`src/gft_pkg.sv`:
```
// ----------------------------------------------------------------------------
// gft_pkg
// Shared types and codes for the grammar text tokenizer.
// ----------------------------------------------------------------------------
package gft_pkg;

    // token kinds
    localparam logic [2:0] KIND_START = 3'd0;
    localparam logic [2:0] KIND_TOKEN = 3'd1;
    localparam logic [2:0] KIND_ARROW = 3'd2;
    localparam logic [2:0] KIND_PIPE  = 3'd3;
    localparam logic [2:0] KIND_IDENT = 3'd4;
    localparam logic [2:0] KIND_END   = 3'd5;
    localparam logic [2:0] KIND_BLANK = 3'd6;
    localparam logic [2:0] KIND_ERROR = 3'd7;

    // error causes
    localparam logic [2:0] CAUSE_NONE      = 3'd0;
    localparam logic [2:0] CAUSE_BAD_CHAR  = 3'd1;
    localparam logic [2:0] CAUSE_DASH      = 3'd2;
    localparam logic [2:0] CAUSE_DIRECTIVE = 3'd3;
    localparam logic [2:0] CAUSE_TOO_LONG  = 3'd4;

    // result queue depth; two free slots needed per byte
    localparam int QUEUE_DEPTH = 4;
    localparam int QCNT_W      = $clog2(QUEUE_DEPTH + 1);

    typedef struct packed {
        logic [2:0]  kind;
        logic [2:0]  cause;
        logic [31:0] start;
        logic [5:0]  len;
        logic [15:0] line;
    } t_result;

    // up to two results per byte, packed so that v1 implies v0
    typedef struct packed {
        logic    v0;
        logic    v1;
        t_result res0;
        t_result res1;
    } t_push;

endpackage

```
`src/grammar_file_tokenizer.sv`:
```
// ----------------------------------------------------------------------------
// grammar_file_tokenizer
// Byte-stream tokenizer for grammar text: pipes, arrows, directives,
// identifiers, blank lines, end markers and errors.
// ----------------------------------------------------------------------------
// Use:
//   Slave side takes one beat per text byte: tdata[7:0] is the byte, tuser
//   high marks end of text (tdata ignored, no byte counted). Each end beat
//   yields an end token, after closing any token still open.
//   Master side gives one token per beat; tuser is the token kind, tdata
//   carries cause, start offset, length and line.
//   A byte taken into the input register is lexed from there into the
//   result queue once two slots are free; its tokens show on the master
//   side from the queue head.
//   Throughput: one byte per cycle. The lexer step is a single pass from
//   the input register to a four-entry result queue; a byte may give two
//   tokens, and the input register only advances while two queue slots
//   are free, so bursts of two-token bytes run at the master's pace.
//   Reset (synchronous, i_rst_n low): lexer idle, line 1, offset 0, queue
//   and input register empty.
//   Receiver stall: tokens wait in the queue; once fewer than two slots are
//   free the input register holds and s_axis_tready drops, nothing is lost.
// ----------------------------------------------------------------------------
module grammar_file_tokenizer #(
    parameter int MAX_IDENT_LEN         = 50,
    parameter int MAX_DIRECTIVE_LETTERS = 9
) (
    input  logic        i_clk,
    input  logic        i_rst_n,
    input  logic        s_axis_tvalid,
    output logic        s_axis_tready,
    input  logic [7:0]  s_axis_tdata,  // [7:0] ch
    input  logic        s_axis_tuser,  // [0] end_of_input
    output logic        m_axis_tvalid,
    input  logic        m_axis_tready,
    output logic [63:0] m_axis_tdata,  // [2:0] error_cause, [34:3] start_offset,
                                       // [40:35] length, [56:41] line, rest 0
    output logic [2:0]  m_axis_tuser   // [2:0] kind
);
    import gft_pkg::*;

    logic       r_in_vld;
    logic [7:0] r_in_ch;
    logic       r_in_eoi;
    logic       room;
    logic       adv;
    t_push      push;
    t_result    res;

    // lex the held byte only when the queue can take both its tokens
    assign adv           = r_in_vld && room;
    assign s_axis_tready = !r_in_vld || adv;

    always_ff @(posedge i_clk) begin
        if (!i_rst_n) begin
            r_in_vld <= 1'b0;
        end else if (s_axis_tready) begin
            r_in_vld <= s_axis_tvalid;
        end
    end

    // payload: no reset needed
    always_ff @(posedge i_clk) begin
        if (s_axis_tvalid && s_axis_tready) begin
            r_in_ch  <= s_axis_tdata;
            r_in_eoi <= s_axis_tuser;
        end
    end

    gft_lexer #(
        .MAX_IDENT_LEN         (MAX_IDENT_LEN),
        .MAX_DIRECTIVE_LETTERS (MAX_DIRECTIVE_LETTERS)
    ) u_lexer (
        .i_clk   (i_clk),
        .i_rst_n (i_rst_n),
        .i_step  (adv),
        .i_ch    (r_in_ch),
        .i_eoi   (r_in_eoi),
        .o_push  (push)
    );

    gft_queue u_queue (
        .i_clk   (i_clk),
        .i_rst_n (i_rst_n),
        .i_push  (push),
        .o_room  (room),
        .o_valid (m_axis_tvalid),
        .i_ready (m_axis_tready),
        .o_res   (res)
    );

    assign m_axis_tdata = {7'd0, res.line, res.len, res.start, res.cause};
    assign m_axis_tuser = res.kind;

endmodule

```
`src/gft_lexer.sv`:
```
// ----------------------------------------------------------------------------
// gft_lexer
// Lexer state and the single-byte step; emits up to two results per byte.
// ----------------------------------------------------------------------------
module gft_lexer #(
    parameter int MAX_IDENT_LEN         = 50,
    parameter int MAX_DIRECTIVE_LETTERS = 9
) (
    input  logic           i_clk,
    input  logic           i_rst_n,
    input  logic           i_step,
    input  logic [7:0]     i_ch,
    input  logic           i_eoi,
    output gft_pkg::t_push o_push
);
    import gft_pkg::*;

    localparam logic [2:0] M_IDLE    = 3'd0;
    localparam logic [2:0] M_NEWLINE = 3'd1;
    localparam logic [2:0] M_DASH    = 3'd2;
    localparam logic [2:0] M_PERCENT = 3'd3;
    localparam logic [2:0] M_IDENT   = 3'd4;

    localparam logic [5:0] IDENT_MAX = 6'(MAX_IDENT_LEN);
    localparam logic [5:0] DIR_MAX   = 6'(MAX_DIRECTIVE_LETTERS);

    logic [2:0]  r_mode, n_mode;
    logic [5:0]  r_cnt, n_cnt;
    logic [1:0]  r_dm, n_dm;
    logic [15:0] r_line, n_line;
    logic [31:0] r_off, n_off;
    logic [31:0] r_tstart, n_tstart;

    logic [15:0] line_inc;
    logic        a_v, b_v, do_fresh;
    t_result     a_res, b_res;

    function automatic logic is_alpha(input logic [7:0] c);
        is_alpha = (c >= 8'h61 && c <= 8'h7a) || (c >= 8'h41 && c <= 8'h5a);
    endfunction

    function automatic logic is_ident(input logic [7:0] c);
        is_ident = is_alpha(c) || (c >= 8'h30 && c <= 8'h39) || c == 8'h5f;
    endfunction

    function automatic logic [7:0] start_letter(input logic [2:0] i);
        case (i)
            3'd0:    start_letter = 8'h73; // s
            3'd1:    start_letter = 8'h74; // t
            3'd2:    start_letter = 8'h61; // a
            3'd3:    start_letter = 8'h72; // r
            3'd4:    start_letter = 8'h74; // t
            default: start_letter = 8'h00;
        endcase
    endfunction

    function automatic logic [7:0] token_letter(input logic [2:0] i);
        case (i)
            3'd0:    token_letter = 8'h74; // t
            3'd1:    token_letter = 8'h6f; // o
            3'd2:    token_letter = 8'h6b; // k
            3'd3:    token_letter = 8'h65; // e
            3'd4:    token_letter = 8'h6e; // n
            default: token_letter = 8'h00;
        endcase
    endfunction

    function automatic t_result mk(input logic [2:0] k, input logic [2:0] c,
                                   input logic [31:0] s, input logic [5:0] l,
                                   input logic [15:0] ln);
        t_result r;
        r.kind  = k;
        r.cause = c;
        r.start = s;
        r.len   = l;
        r.line  = ln;
        mk = r;
    endfunction

    assign line_inc = (r_line == 16'hffff) ? r_line : r_line + 16'd1;

    always_comb begin
        n_mode   = r_mode;
        n_cnt    = r_cnt;
        n_dm     = r_dm;
        n_line   = r_line;
        n_tstart = r_tstart;
        n_off    = i_eoi ? r_off : r_off + 32'd1;
        a_v      = 1'b0;
        a_res    = mk(KIND_END, CAUSE_NONE, r_off, 6'd0, r_line);
        b_v      = 1'b0;
        b_res    = mk(KIND_END, CAUSE_NONE, r_off, 6'd0, r_line);
        do_fresh = 1'b0;

        // token in progress
        case (r_mode)
            M_NEWLINE: begin
                if (!i_eoi && i_ch == 8'h0a) begin
                    n_line = line_inc;
                    n_mode = M_IDLE;
                    a_v    = 1'b1;
                    a_res  = mk(KIND_BLANK, CAUSE_NONE, r_tstart, 6'd2, line_inc);
                end else begin
                    do_fresh = 1'b1;
                end
            end
            M_DASH: begin
                a_v = 1'b1;
                if (i_eoi) begin
                    a_res    = mk(KIND_ERROR, CAUSE_DASH, r_tstart, 6'd1, r_line);
                    do_fresh = 1'b1;
                end else begin
                    n_mode = M_IDLE;
                    if (i_ch == 8'h3e) begin
                        a_res = mk(KIND_ARROW, CAUSE_NONE, r_tstart, 6'd2, r_line);
                    end else begin
                        a_res = mk(KIND_ERROR, CAUSE_DASH, r_tstart, 6'd2, r_line);
                    end
                end
            end
            M_PERCENT: begin
                if (!i_eoi && is_alpha(i_ch) && r_cnt < DIR_MAX) begin
                    if (r_cnt < 6'd5) begin
                        if (i_ch != start_letter(r_cnt[2:0])) n_dm[0] = 1'b0;
                        if (i_ch != token_letter(r_cnt[2:0])) n_dm[1] = 1'b0;
                    end else begin
                        n_dm = 2'b00;
                    end
                    n_cnt = r_cnt + 6'd1;
                end else begin
                    a_v = 1'b1;
                    if (r_cnt == 6'd5 && r_dm[0]) begin
                        a_res = mk(KIND_START, CAUSE_NONE, r_tstart, 6'd6, r_line);
                    end else if (r_cnt == 6'd5 && r_dm[1]) begin
                        a_res = mk(KIND_TOKEN, CAUSE_NONE, r_tstart, 6'd6, r_line);
                    end else begin
                        a_res = mk(KIND_ERROR, CAUSE_DIRECTIVE, r_tstart,
                                   r_cnt + 6'd1, r_line);
                    end
                    do_fresh = 1'b1;
                end
            end
            M_IDENT: begin
                if (!i_eoi && is_ident(i_ch)) begin
                    if (r_cnt < IDENT_MAX) begin
                        n_cnt = r_cnt + 6'd1;
                    end else begin
                        n_mode = M_IDLE;
                        a_v    = 1'b1;
                        a_res  = mk(KIND_ERROR, CAUSE_TOO_LONG, r_tstart, IDENT_MAX,
                                    r_line);
                    end
                end else begin
                    a_v      = 1'b1;
                    a_res    = mk(KIND_IDENT, CAUSE_NONE, r_tstart, r_cnt, r_line);
                    do_fresh = 1'b1;
                end
            end
            default: begin
                do_fresh = 1'b1;
            end
        endcase

        // byte taken as the start of a new token
        if (do_fresh) begin
            n_mode = M_IDLE;
            if (i_eoi) begin
                b_v   = 1'b1;
                b_res = mk(KIND_END, CAUSE_NONE, r_off, 6'd0, r_line);
            end else if (i_ch != 8'h20 && i_ch != 8'h09) begin
                n_tstart = r_off;
                if (i_ch == 8'h0a) begin
                    n_line = line_inc;
                    n_mode = M_NEWLINE;
                end else if (i_ch == 8'h7c) begin
                    b_v   = 1'b1;
                    b_res = mk(KIND_PIPE, CAUSE_NONE, r_off, 6'd1, r_line);
                end else if (i_ch == 8'h2d) begin
                    n_mode = M_DASH;
                end else if (i_ch == 8'h25) begin
                    n_cnt  = 6'd0;
                    n_dm   = 2'b11;
                    n_mode = M_PERCENT;
                end else if (is_alpha(i_ch) || i_ch == 8'h5f) begin
                    n_cnt  = 6'd1;
                    n_mode = M_IDENT;
                end else begin
                    b_v   = 1'b1;
                    b_res = mk(KIND_ERROR, CAUSE_BAD_CHAR, r_off, 6'd1, r_line);
                end
            end
        end
    end

    // compact: first slot always used first
    always_comb begin
        o_push.v0   = i_step && (a_v || b_v);
        o_push.v1   = i_step && a_v && b_v;
        o_push.res0 = a_v ? a_res : b_res;
        o_push.res1 = b_res;
    end

    always_ff @(posedge i_clk) begin
        if (!i_rst_n) begin
            r_mode   <= M_IDLE;
            r_cnt    <= 6'd0;
            r_dm     <= 2'b11;
            r_line   <= 16'd1;
            r_off    <= 32'd0;
            r_tstart <= 32'd0;
        end else if (i_step) begin
            r_mode   <= n_mode;
            r_cnt    <= n_cnt;
            r_dm     <= n_dm;
            r_line   <= n_line;
            r_off    <= n_off;
            r_tstart <= n_tstart;
        end
    end

endmodule

```
`src/gft_queue.sv`:
```
// ----------------------------------------------------------------------------
// gft_queue
// Shift-register result queue: up to two pushes and one pop per cycle.
// ----------------------------------------------------------------------------
module gft_queue (
    input  logic             i_clk,
    input  logic             i_rst_n,
    input  gft_pkg::t_push   i_push,
    output logic             o_room,
    output logic             o_valid,
    input  logic             i_ready,
    output gft_pkg::t_result o_res
);
    import gft_pkg::*;

    localparam logic [QCNT_W-1:0] DEPTH_C = QCNT_W'(QUEUE_DEPTH);

    t_result           r_q [QUEUE_DEPTH];
    t_result           n_q [QUEUE_DEPTH];
    logic [QCNT_W-1:0] r_cnt, n_cnt, base;
    logic              pop;

    assign o_valid = (r_cnt != '0);
    assign o_res   = r_q[0];
    assign pop     = o_valid && i_ready;
    assign o_room  = (r_cnt <= DEPTH_C - QCNT_W'(2));
    assign base    = r_cnt - QCNT_W'(pop);

    always_comb begin
        for (int i = 0; i < QUEUE_DEPTH; i++) begin
            if (pop && i < QUEUE_DEPTH - 1) n_q[i] = r_q[(i + 1) % QUEUE_DEPTH];
            else                           n_q[i] = r_q[i];
            if (i_push.v0 && QCNT_W'(i) == base) n_q[i] = i_push.res0;
            if (i_push.v1 && QCNT_W'(i) == base + QCNT_W'(1)) n_q[i] = i_push.res1;
        end
        n_cnt = base + QCNT_W'(i_push.v0) + QCNT_W'(i_push.v1);
    end

    always_ff @(posedge i_clk) begin
        if (!i_rst_n) begin
            r_cnt <= '0;
        end else begin
            r_cnt <= n_cnt;
        end
    end

    always_ff @(posedge i_clk) begin
        r_q <= n_q;
    end

    a_cnt_bound: assert property (@(posedge i_clk) disable iff (!i_rst_n)
        r_cnt <= DEPTH_C)
        else $error("result queue count beyond depth");

    a_pair_order: assert property (@(posedge i_clk) disable iff (!i_rst_n)
        i_push.v1 |-> i_push.v0)
        else $error("second result pushed without first");

    a_push_room: assert property (@(posedge i_clk) disable iff (!i_rst_n)
        i_push.v0 |-> o_room)
        else $error("push into full result queue");

    a_pop_shift: assert property (@(posedge i_clk) disable iff (!i_rst_n)
        (pop && !i_push.v0) |=> (r_cnt == $past(r_cnt) - QCNT_W'(1)))
        else $error("pop did not drain one entry");

endmodule
```
`config.mk`:
```
export PLATFORM = sky130hd
export DESIGN_NAME = grammar_file_tokenizer
export DESIGN_NICKNAME = d
export VERILOG_FILES = /design/src/gft_pkg.sv /design/src/grammar_file_tokenizer.sv /design/src/gft_lexer.sv /design/src/gft_queue.sv
export SDC_FILE = /design/constraint.sdc
export NUM_CORES = 1
export LEC_CHECK = 0
export BUFFER_PORTS_ARGS = -buffer_cell sky130_fd_sc_hd__buf_2
export CAP_MARGIN = 40
export CELL_PAD_IN_SITES_DETAIL_PLACEMENT = 1
export CELL_PAD_IN_SITES_GLOBAL_PLACEMENT = 2
export CORE_ASPECT_RATIO = 1.1
export CORE_MARGIN = 4
export CORE_UTILIZATION = 38
export CTS_CLUSTER_DIAMETER = 80
export DETAILED_ROUTE_END_ITERATION = 10
export GPL_ROUTABILITY_DRIVEN = 1
export GPL_TIMING_DRIVEN = 1
export PLACE_DENSITY_LB_ADDON = 0.1
export SETUP_SLACK_MARGIN = 0.02
export SLEW_MARGIN = 15
export SYNTH_ARGS = -nofsm -noshare
export SYNTH_HDL_FRONTEND = slang
export SYNTH_SLANG_ARGS = --single-unit
export TNS_END_PERCENT = 5
```
`constraint.sdc`:
```
create_clock -name i_clk -period 4.3 [get_ports i_clk]
set_input_delay 0.215 -clock i_clk [delete_from_list [all_inputs] [get_ports i_clk]]
set_output_delay 0.215 -clock i_clk [all_outputs]
set_load 0.02 [all_outputs]
```
# Word level (Yosys, flattened, before mapping)
# Cells that the tools add are included.
# totals
reg_bits,344
input_bits,13
output_inout_bits,69
word_cells,221
# classes
addsub,7
order_cmp,10
n_eq_ne,30
mux,98
n_bitwise,1
n_reduce_logical,45
# op_table
op,n
2-to-1 mux 60 bit,24
one-hot mux 60 bit (4 select lines),1
2-to-1 mux 59 bit,4
2-to-1 mux 16 bit,7
2-to-1 mux 6 bit,11
2-to-1 mux 8 bit,6
2-to-1 mux 3 bit,12
one-hot mux 7 bit (5 select lines),1
adder 32 x 1 -> 32 bit (second input constant),1
one-hot mux 7 bit (4 select lines),1
equality test 8 x 6 -> 1 bit (second input constant),3
logical AND 1 bit,24
2-to-1 mux 2 bit,10
2-to-1 mux 1 bit,17
adder 16 x 1 -> 16 bit (second input constant),1
equality test 16 bit (second input constant),1
equality test 8 x 7 -> 1 bit (second input constant),2
>= comparator 8 x 7 -> 1 bit (second input constant),2
less-or-equal comparator 8 x 7 -> 1 bit (second input constant),2
!= test 8 bit,2
equality test 2 x 3 -> 1 bit (first input constant),4
equality test 3 x 2 -> 1 bit (second input constant),4
one-hot mux 6 bit (2 select lines),1
nonzero test 3 bit,4
other kinds (31),46

# Depth between registers and ports, before layout
# Gate-level depths: netlist of the first run.
# depth
word_depth,19
mapped_depth,15
depth_no_buf,13

# Modules after synthesis
# A second synthesis of the first run with hierarchy kept.
# unflattened
cells_unflattened,2029
area_unflattened_um2,20086.8
# by_module_without_submodules
module,n_inst,cells_each,area_per_inst_um2,seq_area_each_um2
gft_queue,1,1266,13653.1,7267.0
gft_lexer,1,740,6042.0,1821.7
grammar_file_tokenizer,1,23,391.6,290.3

# Worst setup path before layout of the first run
# Ideal clock, no wire load.
# synth_timing
kind,register -> register
start,register u_queue.r_cnt[0]
end,"register u_queue.r_q, in the netlist u_queue.o_res[0], enable pin"
setup_time_ns,0.420
t_arrival_ns,3.908
required_ns,3.880
path_slack_ns,-0.028
stages_incl_launch_ff,14
path_buffers,2
period_less_slack_ns,4.328
cell_sequence,dfxtp_1 > or3_1 > nand2_1 > inv_1 > ha_1 > ha_1 > xnor2_1 > and3_1 > nand3_1 > a31o_1 > buf_2 > o31ai_4 > buf_6 > or3_1
# synth_via
elab_chain_cells,7
word_cells_on_any_way,14
classes_between,add/sub (2); order compare (1); reduce/logical (11)
# synth_lines
element,line,text
start: declaration,gft_queue.sv:20,"logic [QCNT_W-1:0] r_cnt, n_cnt, base;"
start signal: assignment,gft_queue.sv:43,r_cnt <= n_cnt;
nonzero test 3 bit *,gft_queue.sv:23,assign o_valid = (r_cnt != '0);
named net m_axis_tvalid,grammar_file_tokenizer.sv:34,"output logic m_axis_tvalid,"
logical AND 1 bit *,gft_queue.sv:25,assign pop = o_valid && i_ready;
subtractor 3 x 1 -> 3 bit,gft_queue.sv:27,assign base = r_cnt - QCNT_W'(pop);
adder 3 x 1 -> 3 bit,gft_queue.sv:34,if (i_push.v1 && QCNT_W'(i) == base + QCNT_W'(1)) n_q[i] = i_push.res1;
logical NOT 3 bit,gft_queue.sv:34,
logical AND 1 bit,gft_queue.sv:34,
nonzero test 3 bit (no line) *,--,
end signal: assignment,gft_queue.sv:48,r_q <= n_q;
end: declaration,gft_queue.sv:18,t_result r_q [QUEUE_DEPTH];
# The timed path passes the listed nets; every way through them passes the cells marked *.
# A chain may end at the register's enable or synchronous reset.

==> flow_summary.ini, run 1 <==
[outcome]
status = complete, no violations

[critical_path]
cp_cell_sequence = or4b_4 > or4_1 > nand3_2 > o21a_1 > nor4_2 > buf_4 > nor2_4 > buf_4 > mux2_2
slowest_stage = or4_1
worstSetupPathType = register to register
reg2reg_to = u_queue.r_q[39]$_DFFE_PP_
reg2reg_slack_ns = 0.50
cp_num_buf_inv = 2
r2r_cells = 9
start_kind = register
cp-end-kind = register
crit_path_start = r_in_ch[7]$_DFFE_PP_
crit_fanout = 20
max_stage_delay_ns = 0.60
r2r-start = r_in_ch[7]$_DFFE_PP_
cp_num_cells = 9
crit_top_cell = buf_4
cp_data_required_time_ns = 4.61
worstPathArrival_ns = 4.10
critPathTopFamily = simple AND/OR/NAND/NOR gates
cp-endpoint = u_queue.r_q[39]$_DFFE_PP_

[timing]
min_period_ns = 3.80
max_freq_ghz = 0.263
setup_viol = 0
rsz0062_at_grt = false
finalMaxSlewViolations = 0
worst_slack_ns = 0.504
period_share = 0.883
whs_ns = 0.118
fin_skew_ns = 0.0101
final_hold_viol_count = 0
max_slew_margin = 0.387
worst_slew_pin_slew_ns = 0.910
finalSetupTns_ns = 0

[floorplanning]
die_h_um = 235
start_util = 0.383
ios = 82
die_area_um2 = 50600
rows = 83
core-area_um2 = 46600
fp.dieW_um = 215

[clock_network]
cts_buffers = 41
path_clk_slew_ns = 0.06
post_cts_buffers = 0
clkLatencyLatePin_ns = 0.56
cts_tree = yes
cts.sinks = 344
root_buffer = clkbuf_16
cts_max_level = 2
clockBufferDepth = 3

[detailed_routing]
finalWirelength_um = 53400
firstDrtPassIters = 6
ant_nets = 0
avgViaCountPerCell = 5.74
wl_per_cell_um = 24.1
drt_iter0_markers = 690
drc = 0
num_vias = 12698

[pwr]
p_sw_uw = 4130
p_int_uw = 8060
power_frac_seq = 0.424
p_total_uw = 12200
leakagePower_uw = 0.00685
p_comb_frac = 0.307
sw_frac_of_total = 0.339
clkPwrFrac = 0.269
power_density_nw_per_um2 = 619
ir_drop_mv = 0.381

[placement]
port-buffer-count = 74
dp_hpwl_um = 32700
gp_congestion = 0.823
pre_cts_slack_ns = 0.504
dpl_cell_area_um2 = 18300

[final_layout]
drive_above_1_share = 0.177
multi_input_area_um2 = 7170
seqCellArea_um2 = 9380
area_delta_synth_final_pct = 10.2
num-nets-final = 1612
fillCellCount = 4976
num_antenna_cells = 0
fin_area_um2 = 19700

[global_routing]
grt_max_degree = 61
use_met1 = 0.273
grt_most_used_layer = met2
grt_pass1_wl_um = 82500
grt_pass1_vias = 13360
grt.met2_usage = 0.359
grt-ovfl-total = 0
grtUsageMet3 = 0.0263
grt_usage = 0.207
antenna_found_initial = 0

[synth]
avgSynthCellArea_um2 = 11.1
yosys.area.top_type = edfxtp_1
ys_seq_elements = 344
syn_inst = 1610
synth_top_area_frac = 0.419
ys_top_cells_by_area = edfxtp_1, dfxtp_1, mux2i_1, o22ai_1, a2bb2oi_1
synth_edf_count = 249
synth_cell_type_count = 85
synth.yosys.seq_area_share = 0.525
synth_area_um2 = 17900
yosys_warnings = 0
async_flop_share = 0
synth_ff_type = edfxtp_1

[hold_path]
min_path_type = primary input to register
min_from = i_rst_n

[run]
maxCapViolCount = 0
cell type report:
cell class                 instances  area share
sequential                       344       0.476
multi-input combinational       1034       0.364
clock buffer                      53      0.0565
timing repair buffer             142      0.0536
tap                              595      0.0378
clock inverter                    21     0.00667
inverter                          24     0.00458
state kept, by name (all words and copies together) (netlist names):
signal,cells
u_lexer.r_mode,3
u_lexer.r_off,32
r_in_vld,1
u_lexer.r_cnt,6
r_in_eoi,1
u_queue.r_cnt,3
u_lexer.r_line,16
u_lexer.r_tstart,32
u_queue.o_res,60
u_lexer.r_dm,2
u_queue.r_q,180
r_in_ch,8
worst min path at each step:
stage,cells past startpoint,end
floorplan,0,r_in_ch[0]$_DFFE_PP_
detailed placement,1,r_in_ch[1]$_DFFE_PP_
global route,3,u_lexer.r_line[0]$_SDFFE_PN1P_
CTS,3,u_lexer.r_line[0]$_SDFFE_PN1P_
finish,3,u_lexer.r_line[0]$_SDFFE_PN1P_
global placement,1,r_in_ch[1]$_DFFE_PP_
cell usage in the layout, fill, tap and decap left out, types with 7 or more instances in the layout:
cell and instances:
clkinv_2 8, clkbuf_1 9, a211oi_2 10, nand3_1 46, o22ai_1 113, o21ai_0 73
dlygate4sd3_1 10, a31oi_1 7, buf_12 12, clkbuf_16 42, mux2i_1 110, clkinv_1 10
nor4_1 9, conb_1 7, a2bb2oi_1 80, nor2_1 129, xnor2_1 30, nand2_1 115
nand4_1 10, nor3_1 17, and3_1 15, xor2_1 18, buf_4 46, or3_1 12
inv_1 23, edfxtp_1 249, nand2b_1 8, ha_1 11, and2_1 16, dfxtp_1 95
a21oi_1 34, a2bb2oi_2 16, mux2_2 36, buf_2 74
timing repair:
action                                  in CTS  in global routing
gates resized for setup                      0                  0
endpoints found under the setup margin       0                  0
hold buffers                                10                  0
hold endpoints to repair                    10                  0
power by group through the flow:
stage               combinational (uW)  clock (uW)  sequential, uW
floorplan                         2900           0            5140
global route                      4060        3520            5240
finish                            3750        3280            5160
global placement                  3730           0            5210
CTS                               3810        3390            5170
detailed placement                3790           0            5230
per-stage QoR:
| step | cells | utilization |
|---|---|---|
| 2_1_floorplan | 1616 | - |
| 3_3_place_gp | 2128 | 0.393 |
| 3_5_place_dp | 2129 | 0.393 |
| 4_1_cts | 2213 | 0.422 |
| 5_1_grt | 2213 | 0.422 |
| 6_report | 2213 | 0.422 |
tightest hold or removal path: cells and delay by family:
| family | cells | cell delay [ns] |
|---|---|---|
| AND/OR/NAND/NOR | 1 | 0.09 |
| buffers and inverters | 2 | 0.32 |
synthesized netlist by cell type (16+ instances only):
cell,n
a21oi_1,34
a2bb2oi_1,80
a2bb2oi_2,16
and2_1,16
buf_2,25
buf_4,77
buf_6,18
clkbuf_1,85
dfxtp_1,95
edfxtp_1,249
inv_1,23
mux2_2,36
mux2i_1,110
nand2_1,115
nand3_1,46
nor2_1,129
nor3_1,17
o21ai_0,73
o22ai_1,113
xnor2_1,30
xor2_1,18
routing by layer:
metal,vias to the layer above,share of wire
met5,-,0
met4,0,0.025
met3,78,0.032
met2,212,0.49
met1,6515,0.45
li1,5893,-
kinds of logic after synthesis:
group,synth area share
simple gates,0.114
fa+ha+maj,0.00882
mux,0.0843
compound gates,0.166
buf+inv,0.0777
other cells,0.000210
xor+xnor,0.0235
flops,0.525
Note: power is estimated with default switching activity, not from simulation.
==> inputs of run 2 (changes only) <==
--- a/config.mk
+++ b/config.mk
@@ -16,7 +16,7 @@
 export DETAILED_ROUTE_END_ITERATION = 10
 export GPL_ROUTABILITY_DRIVEN = 1
 export GPL_TIMING_DRIVEN = 1
-export PLACE_DENSITY_LB_ADDON = 0.1
+export PLACE_DENSITY_LB_ADDON = 0.15
 export SETUP_SLACK_MARGIN = 0.02
 export SLEW_MARGIN = 15
 export SYNTH_ARGS = -nofsm -noshare
==> run 2 against run 1 <==
Sequential share of layout area about the same. Total power up 0.83%. Worst hold slack worse by 0.012 ns. Sequential power about the same. Critical path type unchanged. Critical endpoint is now u_queue.r_q[130]$_DFFE_PP_. Largest cell class unchanged. Highest routed layer unchanged.
==> flow_summary.ini, run 2 (synthesis gave the netlist of run 1 again) <==
[critical_path]
r2r_cells = 8
cp-endpoint = u_queue.r_q[130]$_DFFE_PP_
cp_data_required_time_ns = 4.59
worstSetupPathType = register to register
start_kind = register
r2r-start = r_in_ch[0]$_DFFE_PP_
cp-end-kind = register
reg2reg_slack_ns = 0.42
worstPathArrival_ns = 4.16
crit_fanout = 57
reg2reg_to = u_queue.r_q[130]$_DFFE_PP_
crit_path_start = r_in_ch[0]$_DFFE_PP_

[floorplanning]
core-area_um2 = 46600
die_h_um = 235
fp.dieW_um = 215
rows = 83
start_util = 0.383
die_area_um2 = 50600
ios = 82

[pwr]
power_density_nw_per_um2 = 624
p_int_uw = 8180
clkPwrFrac = 0.277
p_comb_frac = 0.301
p_total_uw = 12300
sw_frac_of_total = 0.335
power_frac_seq = 0.422
leakagePower_uw = 0.00683
p_sw_uw = 4110
ir_drop_mv = 0.292

[timing]
rsz0062_at_grt = false
finalMaxSlewViolations = 0
setup_viol = 0
whs_ns = 0.105
max_slew_margin = 0.430
fin_skew_ns = 0.0131
final_hold_viol_count = 0
min_period_ns = 3.88
period_share = 0.901
max_freq_ghz = 0.258
finalSetupTns_ns = 0
worst_slew_pin_slew_ns = 0.850

[global_routing]
grt_usage = 0.203
grt_pass1_vias = 13449
grt_max_degree = 61
antenna_found_initial = 0
grt-ovfl-total = 0
grt_pass1_wl_um = 81600

[clock_network]
clockBufferDepth = 3
path_clk_slew_ns = 0.06
cts_buffers = 40
post_cts_buffers = 0
clkLatencyLatePin_ns = 0.56
cts_max_level = 2
cts_tree = yes
root_buffer = clkbuf_16
cts.sinks = 344

[run]
maxCapViolCount = 0

[placement]
port-buffer-count = 74
dp_cells = 2118
gp_congestion = 0.836
dp_hpwl_um = 30800

[final_layout]
instances_no_fill = 2202
area_delta_synth_final_pct = 10.3
num-nets-final = 1600
final_cell_mix = edfxtp_1, nor2_1, nand2_1
final_common_cell = edfxtp_1
num_antenna_cells = 0
largest_register_ffs = 180
largest_register = u_queue.r_q
drive_above_1_share = 0.171

[hold_path]
min_path_type = primary input to register

[detailed_routing]
drc = 0
avgViaCountPerCell = 5.73
drt_iter0_markers = 759
firstDrtPassIters = 4
ant_nets = 0
finalWirelength_um = 52300
num_vias = 12616
wl_per_cell_um = 23.8

[outcome]
status = complete, no violations
[run 2: cell type report]
cell class | count | area, um2
fillers | 5008 | 26900
flip-flops and latches | 344 | 9380
multi-input cells | 1034 | 7170
clock buffers | 62 | 1190
repair buffers | 131 | 1020
well taps | 595 | 744
clock inverters | 12 | 113
inverters | 24 | 90.1
[run 2: worst min-delay path by stage]
| stage | from | to | slack (ns) | cells after the start |
|---|---|---|---|---|
| floorplan | s_axis_tdata[0] | r_in_ch[0]$_DFFE_PP_ | 0.31 | 0 |
| global route | i_rst_n | u_lexer.r_line[0]$_SDFFE_PN1P_ | 0.12 | 2 |
| detailed placement | s_axis_tdata[4] | r_in_ch[4]$_DFFE_PP_ | 0.39 | 1 |
| finish | i_rst_n | u_lexer.r_line[0]$_SDFFE_PN1P_ | 0.11 | 2 |
| global placement | s_axis_tdata[1] | r_in_ch[1]$_DFFE_PP_ | 0.39 | 1 |
| CTS | i_rst_n | u_lexer.r_line[0]$_SDFFE_PN1P_ | 0.11 | 2 |
[run 2: metal layers]
metal	GRT usage	routed length (um)	vias up
met1	0.270	23600	6441
li1	-	-	5868
met5	0	0	-
met3	0.0287	1780	87
met2	0.349	25600	220
met4	0.0560	1350	0
[run 2: worst max-delay path: stages, from the launching register on]
cell      delay [ns]
edfxtp_1        0.61
and3b_1         0.30
o311ai_0        0.67
o211ai_2        0.30
o21a_1          0.35
o31ai_4         0.53
buf_12          0.43
mux2i_1         0.27
o21ai_0         0.10
[run 2: per-stage QoR]
step                utilization  setup WS [ns]  instance area (um2)
finish                    0.423          0.424                19700
global route              0.423          0.180                19700
CTS                       0.423          0.460                19700
detailed placement        0.393          0.452                18300
global placement          0.392          0.552                18300
floorplan                     -         0.0198                17900
[run 2: power groups by stage]
stage	combinational (uW)	sequential (uW)	clock [uW]
2_1_floorplan	2900	5140	0
3_3_place_gp	3590	5250	0
3_5_place_dp	3730	5260	0
4_1_cts	3740	5200	3510
5_1_grt	4000	5260	3650
6_report	3690	5190	3410
[run 2: repair_timing]
| item | in CTS | in global routing |
|---|---|---|
| resized for setup | 0 | 0 |
| hold buffers | 10 | 0 |
| hold endpoints to repair | 10 | 0 |
